<file path="src/rtl/lmss_pkg.sv">
// Shared types, constants and helper functions for the LED matrix scroll scanner.
// No dependencies; all other files of the block import this package.
package lmss_pkg;

   // Glyph store geometry
   localparam int GLYPH_SLOTS = 64;
   localparam int SLOT_W      = 6;
   localparam int ROW_W       = 3;
   localparam int SLOT_AW     = $clog2(GLYPH_SLOTS);
   localparam int ADDR_W      = SLOT_AW + ROW_W;
   localparam int FRAME_ROWS  = 8;
   localparam int PIX_W       = 8;

   // Tick counter and register widths
   localparam int PERIOD_W    = 16;
   localparam int CSR_AW      = 4;
   localparam int CSR_DW      = 32;

   // Item operations
   localparam logic OP_LOAD = 1'b0;
   localparam logic OP_TICK = 1'b1;

   // Register indexes
   localparam logic [1:0] REG_CHAR_COUNT    = 2'd0;
   localparam logic [1:0] REG_SCROLL_PERIOD = 2'd1;
   localparam logic [1:0] REG_ACTIVE_LOW    = 2'd2;

   // Register reset values
   localparam logic [SLOT_W-1:0]   CHAR_COUNT_RST    = 6'd15;
   localparam logic [PERIOD_W-1:0] SCROLL_PERIOD_RST = 16'd500;
   localparam logic                ACTIVE_LOW_RST    = 1'b1;

   typedef struct packed {
      logic [SLOT_W-1:0]   char_count;
      logic [PERIOD_W-1:0] scroll_period;
      logic                columns_active_low;
   } cfg_type;

   typedef struct packed {
      logic              we;
      logic [ADDR_W-1:0] addr;
      logic [PIX_W-1:0]  wdata;
   } mem_cmd_type;

   // (cur >> sh) | (nxt << (8 - sh)), kept to 8 bits
   function automatic logic [PIX_W-1:0] frame_byte(input logic [PIX_W-1:0] cur,
                                                   input logic [PIX_W-1:0] nxt,
                                                   input logic [ROW_W-1:0] sh);
      logic [2*PIX_W-1:0] pair;
      pair = {nxt, cur} >> sh;
      return pair[PIX_W-1:0];
   endfunction

endpackage

</file>
<file path="src/rtl/lmss_if.sv">
// Channel interfaces of the scroll scanner: load/tick requests and column results.
// Depends on lmss_pkg.
interface lmss_req_if import lmss_pkg::*; ();
   logic              valid;
   logic              ready;
   logic              operation;
   logic [SLOT_W-1:0] glyph_slot;
   logic [ROW_W-1:0]  glyph_row;
   logic [PIX_W-1:0]  row_bits;

   modport source (output valid, operation, glyph_slot, glyph_row, row_bits, input ready);
   modport sink   (input valid, operation, glyph_slot, glyph_row, row_bits, output ready);
endinterface

interface lmss_rsp_if import lmss_pkg::*; ();
   logic             valid;
   logic             ready;
   logic [PIX_W-1:0] column_drive;
   logic [PIX_W-1:0] row_drive;

   modport source (output valid, column_drive, row_drive, input ready);
   modport sink   (input valid, column_drive, row_drive, output ready);
endinterface

</file>
<file path="src/rtl/lmss_csr.sv">
// APB-style configuration registers: char_count, scroll_period, columns_active_low.
// Depends on lmss_pkg.
module lmss_csr import lmss_pkg::*; (
   input  logic              clock,
   input  logic              reset,
   input  logic              csr_psel,
   input  logic              csr_penable,
   input  logic              csr_pwrite,
   input  logic [CSR_AW-1:0] csr_paddr,
   input  logic [CSR_DW-1:0] csr_pwdata,
   output logic [CSR_DW-1:0] csr_prdata,
   output logic              csr_pready,
   output cfg_type           cfg
);
   cfg_type    cfg_ff;
   cfg_type    cfg_in;
   logic [1:0] reg_idx;
   logic       wr_en;

   assign csr_pready = 1'b1;
   assign reg_idx    = csr_paddr[CSR_AW-1:2];
   assign wr_en      = csr_psel && csr_penable && csr_pwrite && csr_pready;
   assign cfg        = cfg_ff;

   always_comb begin
      cfg_in = cfg_ff;
      if (wr_en) begin
         case (reg_idx)
            REG_CHAR_COUNT:    cfg_in.char_count         = csr_pwdata[SLOT_W-1:0];
            REG_SCROLL_PERIOD: cfg_in.scroll_period      = csr_pwdata[PERIOD_W-1:0];
            REG_ACTIVE_LOW:    cfg_in.columns_active_low = csr_pwdata[0];
            default:           cfg_in = cfg_ff;
         endcase
      end
   end

   always_comb begin
      case (reg_idx)
         REG_CHAR_COUNT:    csr_prdata = {{(CSR_DW-SLOT_W){1'b0}}, cfg_ff.char_count};
         REG_SCROLL_PERIOD: csr_prdata = {{(CSR_DW-PERIOD_W){1'b0}}, cfg_ff.scroll_period};
         REG_ACTIVE_LOW:    csr_prdata = {{(CSR_DW-1){1'b0}}, cfg_ff.columns_active_low};
         default:           csr_prdata = '0;
      endcase
   end

   always_ff @(posedge clock) begin
      if (reset) begin
         cfg_ff.char_count         <= CHAR_COUNT_RST;
         cfg_ff.scroll_period      <= SCROLL_PERIOD_RST;
         cfg_ff.columns_active_low <= ACTIVE_LOW_RST;
      end else begin
         cfg_ff <= cfg_in;
      end
   end
endmodule

</file>
<file path="src/rtl/lmss_glyph_mem.sv">
// Glyph store: one synchronous RAM of GLYPH_SLOTS * 8 bytes, one access per cycle.
// Depends on lmss_pkg.
module lmss_glyph_mem import lmss_pkg::*; (
   input  logic             clock,
   input  mem_cmd_type      cmd,
   output logic [PIX_W-1:0] rd_data
);
   localparam int DEPTH = GLYPH_SLOTS * FRAME_ROWS;

   logic [PIX_W-1:0] mem_ff [DEPTH];
   logic [PIX_W-1:0] rd_data_ff;

   assign rd_data = rd_data_ff;

   always_ff @(posedge clock) begin
      if (cmd.we) begin
         mem_ff[cmd.addr] <= cmd.wdata;
      end
      rd_data_ff <= mem_ff[cmd.addr];
   end
endmodule

</file>
<file path="src/rtl/led_matrix_scroll_scanner_unit.sv">
// LED matrix scroll scanner: a load transfer writes one glyph row byte, a tick transfer
// drives one scan column through S_OUT; a rebuilding tick first runs S_CUR/S_NXT per row,
// then S_LAST (16 RAM reads, one row byte a cycle, on the single glyph RAM port). Loads are
// taken one a cycle while in S_IDLE; no request is taken while a tick is in progress, and
// S_OUT waits for a free output register. Reset (synchronous) clears control and frame
// state and then clears all 512 glyph RAM bytes with req.ready held low.
module led_matrix_scroll_scanner_unit import lmss_pkg::*; (
   input  logic              clock,
   input  logic              reset,
   lmss_req_if.sink          req,
   lmss_rsp_if.source        rsp,
   input  logic              csr_psel,
   input  logic              csr_penable,
   input  logic              csr_pwrite,
   input  logic [CSR_AW-1:0] csr_paddr,
   input  logic [CSR_DW-1:0] csr_pwdata,
   output logic [CSR_DW-1:0] csr_prdata,
   output logic              csr_pready
);
   // Sequencer states
   localparam logic [2:0] S_CLEAR = 3'd0; // zero the glyph RAM after reset
   localparam logic [2:0] S_IDLE  = 3'd1; // take loads and ticks
   localparam logic [2:0] S_CUR   = 3'd2; // read current-slot row, retire previous row
   localparam logic [2:0] S_NXT   = 3'd3; // read next-slot row, capture current byte
   localparam logic [2:0] S_LAST  = 3'd4; // retire row 7, advance shift, slot on shift wrap
   localparam logic [2:0] S_OUT   = 3'd5; // hand the column to the output register

   cfg_type cfg;

   logic [2:0]          state_ff, state_in;
   logic [ADDR_W-1:0]   clr_addr_ff, clr_addr_in;
   logic [ROW_W-1:0]    row_ff, row_in;
   logic [PIX_W-1:0]    cur_ff, cur_in;
   logic [ROW_W-1:0]    shift_ff, shift_in;
   logic [SLOT_W-1:0]   slot_ff, slot_in;
   logic [PERIOD_W-1:0] elapsed_ff, elapsed_in;
   logic [ROW_W-1:0]    scan_ff, scan_in;
   logic [PIX_W-1:0]    frame_ff [FRAME_ROWS];
   logic [PIX_W-1:0]    frame_in [FRAME_ROWS];
   logic                rsp_valid_ff, rsp_valid_in;
   logic [PIX_W-1:0]    col_ff, col_in;
   logic [PIX_W-1:0]    rowdrv_ff, rowdrv_in;

   mem_cmd_type         mem_cmd;
   logic [PIX_W-1:0]    mem_rd;

   logic                req_xfer;
   logic                out_free;
   logic [SLOT_W:0]     slot_nxt_wide;
   logic                nxt_blank;
   logic [PIX_W-1:0]    nxt_byte;
   logic [PIX_W-1:0]    built;
   logic [PERIOD_W-1:0] elapsed_inc;
   logic [SLOT_W-1:0]   slot_adv;
   logic [PIX_W-1:0]    col_onehot;

   lmss_csr u_csr (
      .clock       (clock),
      .reset       (reset),
      .csr_psel    (csr_psel),
      .csr_penable (csr_penable),
      .csr_pwrite  (csr_pwrite),
      .csr_paddr   (csr_paddr),
      .csr_pwdata  (csr_pwdata),
      .csr_prdata  (csr_prdata),
      .csr_pready  (csr_pready),
      .cfg         (cfg)
   );

   lmss_glyph_mem u_mem (
      .clock   (clock),
      .cmd     (mem_cmd),
      .rd_data (mem_rd)
   );

   assign req.ready    = (state_ff == S_IDLE);
   assign req_xfer     = req.valid && req.ready;
   assign rsp.valid    = rsp_valid_ff;
   assign rsp.column_drive = col_ff;
   assign rsp.row_drive    = rowdrv_ff;
   assign out_free     = !rsp_valid_ff || rsp.ready;

   // Next slot past the end of the store reads as a blank glyph
   assign slot_nxt_wide = {1'b0, slot_ff} + {{SLOT_W{1'b0}}, 1'b1};
   assign nxt_blank     = (slot_nxt_wide >= (SLOT_W+1)'(GLYPH_SLOTS));
   // mem_rd holds the next-slot byte in S_CUR and S_LAST
   assign nxt_byte      = nxt_blank ? '0 : mem_rd;
   assign built         = frame_byte(cur_ff, nxt_byte, shift_ff);

   // Saturating millisecond count
   assign elapsed_inc = (elapsed_ff != {PERIOD_W{1'b1}}) ? elapsed_ff + 1'b1 : elapsed_ff;

   // Slot advance wraps to zero past char_count or past the top of the index
   assign slot_adv = ((slot_nxt_wide[SLOT_W-1:0] == '0) ||
                      (slot_nxt_wide[SLOT_W-1:0] > cfg.char_count)) ?
                     '0 : slot_nxt_wide[SLOT_W-1:0];

   assign col_onehot = PIX_W'(1) << scan_ff;

   always_comb begin
      state_in     = state_ff;
      clr_addr_in  = clr_addr_ff;
      row_in       = row_ff;
      cur_in       = cur_ff;
      shift_in     = shift_ff;
      slot_in      = slot_ff;
      elapsed_in   = elapsed_ff;
      scan_in      = scan_ff;
      frame_in     = frame_ff;
      rsp_valid_in = rsp_valid_ff;
      col_in       = col_ff;
      rowdrv_in    = rowdrv_ff;
      mem_cmd.we    = 1'b0;
      mem_cmd.addr  = {slot_ff[SLOT_AW-1:0], row_ff};
      mem_cmd.wdata = req.row_bits;

      // Drop the result once the sink takes it
      if (rsp_valid_ff && rsp.ready) begin
         rsp_valid_in = 1'b0;
      end

      case (state_ff)
         S_CLEAR: begin
            mem_cmd.we    = 1'b1;
            mem_cmd.addr  = clr_addr_ff;
            mem_cmd.wdata = '0;
            clr_addr_in   = clr_addr_ff + 1'b1;
            if (clr_addr_ff == {ADDR_W{1'b1}}) begin
               state_in = S_IDLE;
            end
         end
         S_IDLE: begin
            if (req_xfer) begin
               if (req.operation == OP_LOAD) begin
                  mem_cmd.addr = {req.glyph_slot[SLOT_AW-1:0], req.glyph_row};
                  mem_cmd.we   = ({1'b0, req.glyph_slot} < (SLOT_W+1)'(GLYPH_SLOTS));
               end else if (elapsed_inc >= cfg.scroll_period) begin
                  elapsed_in = '0;
                  row_in     = '0;
                  state_in   = S_CUR;
               end else begin
                  elapsed_in = elapsed_inc;
                  state_in   = S_OUT;
               end
            end
         end
         S_CUR: begin
            mem_cmd.addr = {slot_ff[SLOT_AW-1:0], row_ff};
            if (row_ff != '0) begin
               frame_in[row_ff - 1'b1] = built;
            end
            state_in = S_NXT;
         end
         S_NXT: begin
            mem_cmd.addr = {slot_nxt_wide[SLOT_AW-1:0], row_ff};
            cur_in       = mem_rd;
            row_in       = row_ff + 1'b1;
            state_in     = (row_ff == {ROW_W{1'b1}}) ? S_LAST : S_CUR;
         end
         S_LAST: begin
            frame_in[FRAME_ROWS-1] = built;
            shift_in = shift_ff + 1'b1;
            if (shift_ff == {ROW_W{1'b1}}) begin
               slot_in = slot_adv;
            end
            state_in = S_OUT;
         end
         S_OUT: begin
            // Hold until the output register frees up
            if (out_free) begin
               rsp_valid_in = 1'b1;
               col_in       = cfg.columns_active_low ? ~col_onehot : col_onehot;
               rowdrv_in    = frame_ff[scan_ff];
               scan_in      = scan_ff + 1'b1;
               state_in     = S_IDLE;
            end
         end
         default: begin
            state_in = S_IDLE;
         end
      endcase
   end

   always_ff @(posedge clock) begin
      if (reset) begin
         state_ff     <= S_CLEAR;
         clr_addr_ff  <= '0;
         row_ff       <= '0;
         shift_ff     <= '0;
         slot_ff      <= '0;
         elapsed_ff   <= '0;
         scan_ff      <= '0;
         rsp_valid_ff <= 1'b0;
         for (int i = 0; i < FRAME_ROWS; i++) begin
            frame_ff[i] <= '0;
         end
      end else begin
         state_ff     <= state_in;
         clr_addr_ff  <= clr_addr_in;
         row_ff       <= row_in;
         shift_ff     <= shift_in;
         slot_ff      <= slot_in;
         elapsed_ff   <= elapsed_in;
         scan_ff      <= scan_in;
         rsp_valid_ff <= rsp_valid_in;
         frame_ff     <= frame_in;
      end
   end

   // Payload registers need no reset
   always_ff @(posedge clock) begin
      cur_ff    <= cur_in;
      col_ff    <= col_in;
      rowdrv_ff <= rowdrv_in;
   end

   // No item is taken while the RAM is being cleared
   a_no_accept_in_clear: assert property (@(posedge clock) disable iff (reset)
      (state_ff == S_CLEAR) |-> !req.ready)
      else $error("request accepted during clearing pass");

   // A tick always leads to a frame rebuild or straight to the output stage
   a_tick_next_state: assert property (@(posedge clock) disable iff (reset)
      (req_xfer && req.operation == OP_TICK) |=> (state_ff == S_CUR || state_ff == S_OUT))
      else $error("tick did not start rebuild or output");

   // Leaving the output stage always leaves a result waiting
   a_out_loads_result: assert property (@(posedge clock) disable iff (reset)
      (state_ff == S_OUT && out_free) |=> (rsp_valid_ff && state_ff == S_IDLE))
      else $error("output stage left without a result");

   // Scan column moves only with a new result
   a_scan_with_result: assert property (@(posedge clock) disable iff (reset)
      (scan_ff != $past(scan_ff)) |-> ($past(state_ff) == S_OUT && rsp_valid_ff))
      else $error("scan column stepped without a result");

   // The shift only steps at the end of a rebuild
   a_shift_on_rebuild: assert property (@(posedge clock) disable iff (reset)
      (shift_ff != $past(shift_ff)) |-> ($past(state_ff) == S_LAST))
      else $error("shift changed outside a scroll step");
endmodule
</file>
<file path="src/flat_wrapper.sv">
// flat-port wrapper written by rule: the top's interface ports become plain ports
module led_matrix_scroll_scanner_unit_flat import lmss_pkg::*;
  (clock, reset, csr_psel, csr_penable, csr_pwrite, csr_paddr, csr_pwdata, csr_prdata, csr_pready, req_valid, req_operation, req_glyph_slot, req_glyph_row, req_row_bits, req_ready, rsp_valid, rsp_column_drive, rsp_row_drive, rsp_ready);
  lmss_req_if req_i ();
  lmss_rsp_if rsp_i ();
  input  logic clock;
  input  logic reset;
  input  logic csr_psel;
  input  logic csr_penable;
  input  logic csr_pwrite;
  input  logic [CSR_AW-1:0] csr_paddr;
  input  logic [CSR_DW-1:0] csr_pwdata;
  output logic [CSR_DW-1:0] csr_prdata;
  output logic csr_pready;
  input wire logic [$bits(req_i.valid)-1:0] req_valid;
  input wire logic [$bits(req_i.operation)-1:0] req_operation;
  input wire logic [$bits(req_i.glyph_slot)-1:0] req_glyph_slot;
  input wire logic [$bits(req_i.glyph_row)-1:0] req_glyph_row;
  input wire logic [$bits(req_i.row_bits)-1:0] req_row_bits;
  output wire logic [$bits(req_i.ready)-1:0] req_ready;
  output wire logic [$bits(rsp_i.valid)-1:0] rsp_valid;
  output wire logic [$bits(rsp_i.column_drive)-1:0] rsp_column_drive;
  output wire logic [$bits(rsp_i.row_drive)-1:0] rsp_row_drive;
  input wire logic [$bits(rsp_i.ready)-1:0] rsp_ready;
  assign req_i.valid = req_valid;
  assign req_i.operation = req_operation;
  assign req_i.glyph_slot = req_glyph_slot;
  assign req_i.glyph_row = req_glyph_row;
  assign req_i.row_bits = req_row_bits;
  assign req_ready = req_i.ready;
  assign rsp_valid = rsp_i.valid;
  assign rsp_column_drive = rsp_i.column_drive;
  assign rsp_row_drive = rsp_i.row_drive;
  assign rsp_i.ready = rsp_ready;
  led_matrix_scroll_scanner_unit u_core (.clock(clock), .reset(reset), .req(req_i), .rsp(rsp_i), .csr_psel(csr_psel), .csr_penable(csr_penable), .csr_pwrite(csr_pwrite), .csr_paddr(csr_paddr), .csr_pwdata(csr_pwdata), .csr_prdata(csr_prdata), .csr_pready(csr_pready));
endmodule
</file>
<file path="config.mk">
export PLATFORM = sky130hd
export DESIGN_NAME = led_matrix_scroll_scanner_unit_flat
export DESIGN_NICKNAME = d
export VERILOG_FILES = /design/src/rtl/lmss_pkg.sv /design/src/rtl/lmss_if.sv /design/src/rtl/lmss_csr.sv /design/src/rtl/lmss_glyph_mem.sv /design/src/rtl/led_matrix_scroll_scanner_unit.sv /design/src/flat_wrapper.sv
export SDC_FILE = /design/constraint.sdc
export NUM_CORES = 2
export LEC_CHECK = 0
export BUFFER_PORTS_ARGS = -buffer_cell sky130_fd_sc_hd__buf_2
export CORE_ASPECT_RATIO = 1.4
export CORE_MARGIN = 3
export CORE_UTILIZATION = 25
export CTS_BUF_LIST = sky130_fd_sc_hd__clkbuf_8 sky130_fd_sc_hd__clkbuf_16
export DETAILED_ROUTE_END_ITERATION = 16
export PLACE_DENSITY = 0.46
export SLEW_MARGIN = 20
export SYNTH_ARGS = -nofsm -noshare
export SYNTH_HDL_FRONTEND = slang
export SYNTH_SLANG_ARGS = --single-unit
</file>
<file path="constraint.sdc">
create_clock -name clock -period 22 [get_ports clock]
set_clock_uncertainty 0.1 [all_clocks]
set_input_delay 1.1 -clock clock [delete_from_list [all_inputs] [get_ports clock]]
set_output_delay 1.1 -clock clock [all_outputs]
set_load 0.05 [all_outputs]
</file>
==> metrics.md <==
| Metric | Value |
|---|---|
| CTS clock-pin slew for the worst setup and hold paths | `roughly 0.070 ns` |
| Starting Density | `0.251` |
| Worst slack, placed | `roughly 13 ns` |
| Clock sink count | `approximately 4,300` |
| Synth Flop Type | `edfxtp_1` |
| Fill count | `68,500` |
| DRT iter0 DRCs | `~13,000` |
| Drt drc | `0` |
| Largest net degree at the start of global routing | `187` |
| HP Class | `in2reg` |
| Number of global-route vias before repair | `between 100k and 150k` |
| Layout cells sized above 1 | `0.0953` |
| Post-synth ARST share | `0` |
| Die X | `between 700 and 800 um` |
| Layout area overhead | `14.6%` |
| Seq cells post-synth | `4,259` |
| Core ar. | `around 680,000 um2` |
| Top cell types by occurrence after synthesis | `4,120 x edfxtp_1, 2,817 x nand2_1, 769 x nand3_1` |
| Worst-Margin Slew | `about 1.3 ns` |
| I/O pins | `~110` |
| Synth Area in Simple Gates | `0.122` |
| Complex-gate fraction of the synthesized area | `0.0764` |
| Synth Area in Adders | `0.00278` |
| Period utilization | `0.381` |
| DR WL/cell | `about 30 um` |
| CP Class | `reg2reg` |
| Fmax | `~120 MHz` |
| Num rows | `358` |
| Worst path cell trace | `or2_4 > a22oi_2 > buf_4 > nand2_8 > buf_4 > buf_4 > buf_4 > buf_4 > buf_4 > mux2i_1 > a211oi_1 > o32ai_1 > or4b_1 > o2111ai_1 > a2111oi_0 > buf_4 > nand4_1` |
| Clock Tree Root | `clkbuf_16` |
| Count leader, synth | `edfxtp_1` |
| Final wirelength | `roughly 670 mm` |
| Status | `finished, final reports clean` |
| Grt ovf | `0` |
| Cell area after layout | `196,000 um2` |
| Post-cts hold buffer count | `0` |
| CP Data Required Time | `22.76 ns` |
| Area after DPL | `between 150,000 and 200,000 um2` |
| Xor-xnor portion of the synthesized cell area | `0.00174` |
| Seq/Total Area, Yosys | `0.740` |
| RSZ-0062 raised after global routing | `no` |
| Final nets | `approximately 13,000` |
| Hpwl dp | `~410 mm` |
| Vias after detailed routing | `between 100k and 150k` |
| Largest family of logic cells by synthesized area | `simple AND/OR/NAND/NOR gates` |
| Critical Path Most Common Cell | `buf_4` |
| WP data arrival | `9.14 ns` |
| H-tree depth | `5` |
| Mapped Area | `between 150,000 and 200,000 um2` |
| Count of final max-slew check failures | `0` |
| Worst-skew pair later-pin latency | `0.98 ns` |
| First-pass GRT wire length | `around 910 mm` |
| Total Routing Usage GR | `0.186` |
| Worst setup SP type | `flip-flop` |
| Tmin final | `roughly 8.4 ns` |
| Post-CTS sizing | `0` |
| Slew HR | `0.151` |
| Via density | `between 5 and 6` |
| Pwr dens | `around 87 nW/um2` |
| Setup TNS | `0 ns` |
| Synthesized area per cell | `around 14 um2` |
| Initial antenna violation count | `62` |
| Mapped Cells | `approximately 13,000` |
| PortBufs | `76` |
| Crit-path slowest cell | `dfxtp_1` |
| Warnings from Yosys | `0` |
| Final setup vio count | `0` |
| Final worst slack | `about 14 ns` |
| Die H | `roughly 980 um` |
| Drt pass-1 iters | `7` |
| Cell taking the most area after synthesis | `edfxtp_1` |
| Crit path largest cell delay | `~0.78 ns` |
| Gpl congestion | `between 0.8 and 0.9` |
| Die area | `around 690,000 um2` |
| Worst Setup End Kind | `flip-flop` |
| Final Hold Viols | `0` |
| Mux cell area share after synthesis | `0.0320` |
| Post CTS Setup Buffer Count | `0` |
| Largest cells by area after synthesis | `edfxtp_1 72%, nand2_1 6.2%, mux2i_1 2.8%, nand3_1 2.3%, dfxtp_1 1.6%` |
| CTS Buffer Depth | `4` |
| Post-synth top area share | `0.723` |
| TritonCTS Buffers | `401` |
| Static leakage | `0.0632 uW` |
| VDD IR max | `around 66 uV` |
| Worst-path maximum fanout | `just over 70` |
| Count of different cell masters after synthesis | `94` |
| Number of flops mapped to enable cells by yosys | `about 4,100` |
| CTS tree | `yes` |
| Total of max-cap violations | `0` |
| Antenna-violating nets left | `0` |
path summary, 6_finish.rpt:
kind / start / endpoint / slack, ns / depth (start not counted)
min: csr_pwdata[8] / u_core.u_csr.cfg[9] / 0.26 / 2
max: u_core.state_ff[2] / u_core.u_mem.rd_data[0] / 13.62 / 17
min reg2reg: u_core.u_csr.cfg[16] / u_core.u_csr.cfg[16] / 0.37 / 2
max reg2reg: u_core.state_ff[2] / u_core.u_mem.rd_data[0] / 13.62 / 17
state kept, by name, indices dropped and copies added, names as in the netlist:
| signal | cells |
|---|---|
| u_core.u_mem.mem_ff | 4096 |
| u_core.frame_ff | 64 |
| u_core.u_csr.cfg | 23 |
| u_core.elapsed_ff | 16 |
| u_core.clr_addr_ff | 9 |
| u_core.cur_ff | 8 |
| u_core.rsp.column_drive | 8 |
| u_core.rsp.row_drive | 8 |
| u_core.u_mem.rd_data | 8 |
| u_core.slot_ff | 6 |
| u_core.row_ff | 3 |
| u_core.scan_ff | 3 |
| u_core.shift_ff | 3 |
| u_core.state_ff | 3 |
| u_core.rsp.valid | 1 |
worst max-delay path: cells and delay by family (launching register included):
| kind | cells | cell delay [ns] |
|---|---|---|
| buffers and inverters | 7 | 4.01 |
| AOI/OAI and AO/OA | 5 | 1.57 |
| muxes | 1 | 0.27 |
| and+or+nand+nor | 4 | 1.34 |
| DFF | 1 | 0.78 |
kinds of logic (layout without fill, tap and decap cells):
kind of cell,after synthesis,count (layout)
xor gates and xnor gates,34,34
adders and majority gates,38,38
other,2,87
DFF,4259,4259
muxes,508,508
buffers and inverters,938,1236
AOI/OAI and AO/OA,1822,1822
and+or+nand+nor,4905,4905
cell usage in the layout, fill, tap and decap left out, types with 43 or more instances in the layout:
master,n
buf_2,75
o2111ai_1,43
o21ai_0,73
a311oi_1,137
a221oi_1,179
mux2i_1,470
and3_1,253
clkbuf_16,406
clkinv_1,84
inv_1,115
a32oi_1,159
nand4_1,135
buf_4,374
a211oi_1,244
nor2_1,686
clkinv_2,70
nand2_1,2792
a21oi_1,385
nor3_1,46
dfxtp_1,139
diode_2,70
o22ai_1,43
nand3_1,764
a31oi_1,274
edfxtp_1,4120
per-stage QoR:
stage | hold WS [ns] | util | total power, uW | cells
after CTS | 0.194 | 0.288 | 17100 | 21800
after floorplan | 0.286 | - | 9620 | 12500
after global routing | 0.245 | 0.288 | 17500 | 21900
after global placement | 0.357 | 0.268 | 10100 | 21100
after detailed placement | 0.369 | 0.269 | 10100 | 21100
final | 0.260 | 0.288 | 17000 | 21900
report_power, final:
| part | leakage [uW] | internal [uW] | switching (uW) |
|---|---|---|---|
| sequential | 0.0393 | 8760 | 16.8 |
| combinational | 0.0172 | 293 | 898 |
| clock | 0.00669 | 3860 | 3210 |
| total | 0.0632 | 12900 | 4120 |
layout make-up:
type | count | area [um2] | area share
repair buffers | 476 | 3710 | 0.0189
diodes | 70 | 175 | 0.000894
clock inverters | 317 | 2870 | 0.0147
multi-input cells | 7324 | 41200 | 0.210
clock buffers | 409 | 10200 | 0.0520
flip-flops and latches | 4259 | 127000 | 0.645
inverters | 34 | 128 | 0.000651
well taps | 9000 | 11300 | 0.0575
metal layers:
layer,part of all wire,global-route usage,vias to the layer above
met5,0.00021,0,-
met1,0.38,0.226,58200
li1,-,-,47300
met3,0.065,0.0212,1138
met2,0.49,0.319,4827
met4,0.067,0.106,18
(Power assumes the default switching activity.)
